<file path="src/rtl/core/tfcl_pkg.sv">
package tfcl_pkg;

    localparam int TFCL_DEPTH = 64;

    localparam int TIME_W   = 48;
    localparam int FREQ_W   = 40;
    localparam int PART_W   = 2;
    localparam int PSD_W    = 32;
    localparam int COUNT_W  = 7;
    localparam int INDEX_W  = 6;
    localparam int STATUS_W = 4;

    localparam logic [COUNT_W-1:0] MAX_CELLS_RST = 7'd64;
    localparam logic [PART_W-1:0]  PART_INVALID  = 2'd3;

    typedef enum logic [1:0] {
        OP_CLEAR  = 2'd0,
        OP_APPEND = 2'd1,
        OP_LOOKUP = 2'd2,
        OP_UNUSED = 2'd3
    } t_opcode;

    typedef enum logic [STATUS_W-1:0] {
        ST_OK       = 4'd0,
        ST_TIME     = 4'd1,
        ST_FREQ     = 4'd2,
        ST_PART     = 4'd3,
        ST_SCALE    = 4'd4,
        ST_FULL     = 4'd5,
        ST_ORDER    = 4'd6,
        ST_OVERLAP  = 4'd7,
        ST_EMPTY    = 4'd8,
        ST_NOTFOUND = 4'd9
    } t_status;

    typedef struct packed {
        logic [TIME_W-1:0] start_time;
        logic [TIME_W-1:0] end_time;
        logic [FREQ_W-1:0] lower_freq;
        logic [FREQ_W-1:0] upper_freq;
        logic [PSD_W-1:0]  psd_scale;
        logic [PART_W-1:0] part_code;
    } t_cell;

    typedef struct packed {
        logic t_ge_start;
        logic t_eq_start;
        logic t_lt_end;
        logic f_ge_lower;
        logic f_lt_upper;
    } t_cmp_flags;

endpackage

</file>
<file path="src/rtl/core/tfcl_cmp_unit.sv">
module tfcl_cmp_unit
    import tfcl_pkg::*;
(
    input  logic [TIME_W-1:0] i_query_time,
    input  logic [FREQ_W-1:0] i_query_freq,
    input  t_cell             i_entry,
    output t_cmp_flags        o_flags
);

    // Shared by lookup containment and by append ordering against the last cell.
    always_comb begin
        o_flags.t_ge_start = (i_query_time >= i_entry.start_time);
        o_flags.t_eq_start = (i_query_time == i_entry.start_time);
        o_flags.t_lt_end   = (i_query_time <  i_entry.end_time);
        o_flags.f_ge_lower = (i_query_freq >= i_entry.lower_freq);
        o_flags.f_lt_upper = (i_query_freq <  i_entry.upper_freq);
    end

endmodule

</file>
<file path="config.mk">
export PLATFORM = sky130hd
export DESIGN_NAME = tfcl_cmp_unit
export DESIGN_NICKNAME = d
export VERILOG_FILES = /design/src/rtl/core/tfcl_pkg.sv /design/src/rtl/core/tfcl_cmp_unit.sv
export SDC_FILE = /design/constraint.sdc
export NUM_CORES = 1
export LEC_CHECK = 0
export BUFFER_PORTS_ARGS = -buffer_cell sky130_fd_sc_hd__buf_2
export CAP_MARGIN = 20
export CORE_AREA = 3 3 115 117
export DETAILED_ROUTE_END_ITERATION = 16
export DIE_AREA = 0 0 118 120
export PLACE_DENSITY_LB_ADDON = 0.3
export SETUP_SLACK_MARGIN = 0.5
export SLEW_MARGIN = 20
export SYNTH_ARGS = -nofsm -noshare
export SYNTH_HDL_FRONTEND = slang
export SYNTH_SLANG_ARGS = --single-unit
export TNS_END_PERCENT = 100
</file>
<file path="constraint.sdc">
create_clock -name vclk -period 2.7
set_clock_uncertainty 0.15 [all_clocks]
set_input_delay 0.135 -clock vclk [all_inputs]
set_output_delay 0.135 -clock vclk [all_outputs]
set_load 0.03 [all_outputs]
</file>
Word level (Yosys, flattened, before mapping)
Cells that the tools add are included.
{ "totals": {"regBits": 0, "output_inout_bits": 5} }
{ "op_classes": {"n_lt_le_gt_ge": 4, "eq_ne": 1} }
{ "op_table": {"columns": ["cell", "n"], "rows": [
  ["48-bit equality test", 1],
  ["48-bit greater-or-equal comparator", 1],
  ["48-bit < comparator", 1],
  ["40-bit greater-or-equal comparator", 1],
  ["40-bit < comparator", 1]
]} }

Logic depth before layout (Yosys ltp)
{ "logic_depth": {"depth_word": 1, "mapped_depth": 8, "depth_no_buf": 8} }

Least setup slack after synthesis
OpenSTA, ideal clock, no wires.
{ "synth_path": {"path_type": "input port to output port", "start": "input port i_entry[176] (netlist bit)", "end": "output port o_flags[3] (netlist bit)", "arrival_ns": 2.112, "required_time_ns": 2.415, "setup_slack_ns": 0.303, "path_stages": 5, "n_path_buf": 0, "cell_sequence": "inv_1 -> ha_1 -> nand4_1 -> or4_1 -> nor4_1"} }
{ "synth_lines": {"columns": ["element", "line", "rtl"], "rows": [
  ["from (decl)", "tfcl_cmp_unit.sv:6", "input t_cell i_entry,"],
  ["to (decl)", "tfcl_cmp_unit.sv:7", "output t_cmp_flags o_flags"]
]} }

==> results.yml <==
logic_synthesis:
  yosysSeqAreaShare: 0
  netlist_instances: 608
  yosysTopAreaCell: "ha_1"
  synth_top_area_frac: 0.506
  synthTopCellsByArea: "ha_1 (51%), inv_1 (15%), a21oi_1 (6.5%)"
  ys_warn_count: 0
  synth_nets: 1080
  yosysUniqueCellTypes: 32
  syn_avg_cell_area_um2: 7.08
  synth_area_mm2: 0.00430
route:
  via_count: 4858
  wl_met2_um: 6460
  viasPerCell: 4.61
  dr.pass1.iters: 4
  drt_iter0_drc: 100
  wirelength_met1_um: 5540
  wl_per_cell_um: 12.0
  top_layer_used: "met4"
  wirelength_um: 12600
  drc: 0
  met3_length_um: 534
  ant_nets: 0
timing:
  tightest_slew_ps: 440
  finalHoldViolations: 0
  fmaxAchievable_mhz: 432
  fin_crit_ps: 2320
  rsz0062_at_grt: "true"
  setup_tns_ps: 0
  final_max_slew_viol_count: 0
  setup_viol: 0
  post-route-period-util: 0.858
  relSlewSlack: 0.703
setup_path:
  critPathMaxStageDelay_ps: 360
  worst-setup-path-type: "input port to output pin"
  cp-end-kind: "output pin"
  cpMaxStageDelayCell: "or3_1"
  cp-start-kind: "input port"
  cp_max_fo: 3
  crit_chain: "buf_2, ha_1, nand4_1, or3_1, or2_4, nor4b_4, o31a_1, nor4_2, buf_4"
  critPathLaunch: "i_query_time[46]"
  worstPathRequired_ps: 2410
  arrival_ps: 2030
  crit_end: "o_flags[2]"
global_route:
  grt_pass1_wl_um: 19900
  grt_remaining_overflow: 0
  antenna_found_initial: 0
  grt_pass1_vias: 4702
  grt_max_degree: 5
  grt_use_total: 0.164
power:
  peakVddDrop_uv: 59.7
  power.internal_w: 0.000422
  power_frac_clock: 0
  p_leak_nw: 3.96
  p_switching_w: 0.000416
  power_density_mw_per_mm2: 137
  seqPwrFrac: 0
  totalPowerFinal_w: 0.000838
  p_sw_frac: 0.496
  p_comb_frac: 1.000
cells_and_area:
  nClkBuffers: 0
  design.seq.count: 0
  fill_cells: 1320
  regArea_um2: 0
  final_nets: 1355
  drive_gt1_frac: 0.338
  syn_to_final_growth_pct: 42.2
  antenna_cells: 0
job:
  max_cap_viol_count: 0
floorplanning:
  die_w_um: 118
  num_io_pins: 303
  die_area_mm2: 0.0142
  fp-row-count: 41
  fp.coreArea_mm2: 0.0125
  floorplan.initialDensity: 0.345
  die_h_um: 120
placement:
  dp_hpwl_um: 11900
  portBuffers: 269
  routabilityCongestion: 0.855
worst_hold_path:
  hold_path.class: "input port to output pin"
run_status:
  status: "finished clean"
## cells in the final DEF (no fill, tap or decap), types with 2 or more instances in the layout
master and count:
buf_2 259, inv_1 172, ha_1 168, a21oi_1 55
nand2_1 34, nand4_1 31, a21o_1 25, o21ai_0 23
nor2_1 16, nand3_1 14, a211oi_1 8, buf_6 7
buf_4 7, ha_4 6, a221oi_1 5, and4_1 4
nand2b_1 4, nor3_1 4, or3_1 3, nor2b_1 3
inv_2 3, nor4_1 2, nor4_2 2, a31oi_1 2
a2111oi_2 2, a211oi_2 2, o211ai_1 2
## power by group through the flow
| stage | combinational (W) | sequential [W] | clock (W) |
|---|---|---|---|
| 3_5_place_dp | 0.000795 | 0 | 0 |
| 3_3_place_gp | 0.000787 | 0 | 0 |
| 2_1_floorplan | 0.000459 | 0 | 0 |
| 6_report | 0.000838 | 0 | 0 |
| 4_1_cts | 0.000821 | 0 | 0 |
| 5_1_grt | 0.000978 | 0 | 0 |
## cells in the mapped netlist, drive strengths merged, types with 5 or more instances
cell / number
nand4: 31
ha: 174
nor2: 16
nand2: 34
nand3: 14
inv: 176
nor4: 5
a221oi: 6
a211oi: 10
a21o: 25
o21ai: 25
a21oi: 56
## logic make-up (layout without fill, tap and decap cells)
group	after synthesis	in the layout	synth area share
buffers and inverters	176	449	0.153
AO/OA/AOI/OAI	137	137	0.196
AND/OR/NAND/NOR	121	121	0.145
adder cells (fa/ha/maj)	174	174	0.506
## layout make-up
| type | count | area (um2) | share of cell area |
|---|---|---|---|
| Inverter | 176 | 663 | 0.108 |
| Multi-Input combinational cell | 432 | 3820 | 0.623 |
| Tap cell | 172 | 215 | 0.0352 |
| Timing Repair Buffer | 273 | 1430 | 0.233 |
## per-stage QoR
| stage | utilization | cell area, um2 | instances | worst slack, ps | hold slack (ps) |
|---|---|---|---|---|---|
| 2_1_floorplan | - | 4320 | 608 | 501 | 441 |
| 3_3_place_gp | 0.472 | 5880 | 1049 | 184 | 680 |
| 3_5_place_dp | 0.472 | 5880 | 1049 | 169 | 691 |
| 4_1_cts | 0.481 | 5990 | 1052 | 332 | 657 |
| 5_1_grt | 0.491 | 6120 | 1053 | 302 | 680 |
| 6_report | 0.491 | 6120 | 1053 | 383 | 656 |
## worst min path at each step
stage	slack (ps)	to	cells after the start	start
finish	660	o_flags[4]	5	i_query_time[47]
floorplan	440	o_flags[0]	4	i_query_freq[39]
CTS	660	o_flags[4]	5	i_query_time[47]
global route	680	o_flags[4]	5	i_query_time[47]
global placement	680	o_flags[4]	5	i_query_time[47]
detailed placement	690	o_flags[4]	5	i_query_time[47]
## routing by layer
| layer | GRT usage | vias up |
|---|---|---|
| li1 | - | 2661 |
| met1 | 0.206 | 2073 |
| met2 | 0.314 | 118 |
| met3 | 0.0165 | 6 |
| met4 | 0.00952 | 0 |
| met5 | 0 | - |
## repair_timing
| item | 4_1_cts | 5_1_grt |
|---|---|---|
| pin swaps | 11 | 12 |
| endpoints found under the setup margin | 4 | 5 |
| setup buffers | 3 | 1 |
| hold buffers | 0 | 0 |
| gates resized for setup | 17 | 29 |
## worst max-delay path: cells and delay by family
| family | cells | cell delay (ps) |
|---|---|---|
| and+or+nand+nor | 5 | 1080 |
| adders and majority gates | 1 | 290 |
| buffers and inverters | 2 | 290 |
| AOI/OAI and AO/OA | 1 | 230 |
No activity file was read; power rests on OpenSTA's default activity.
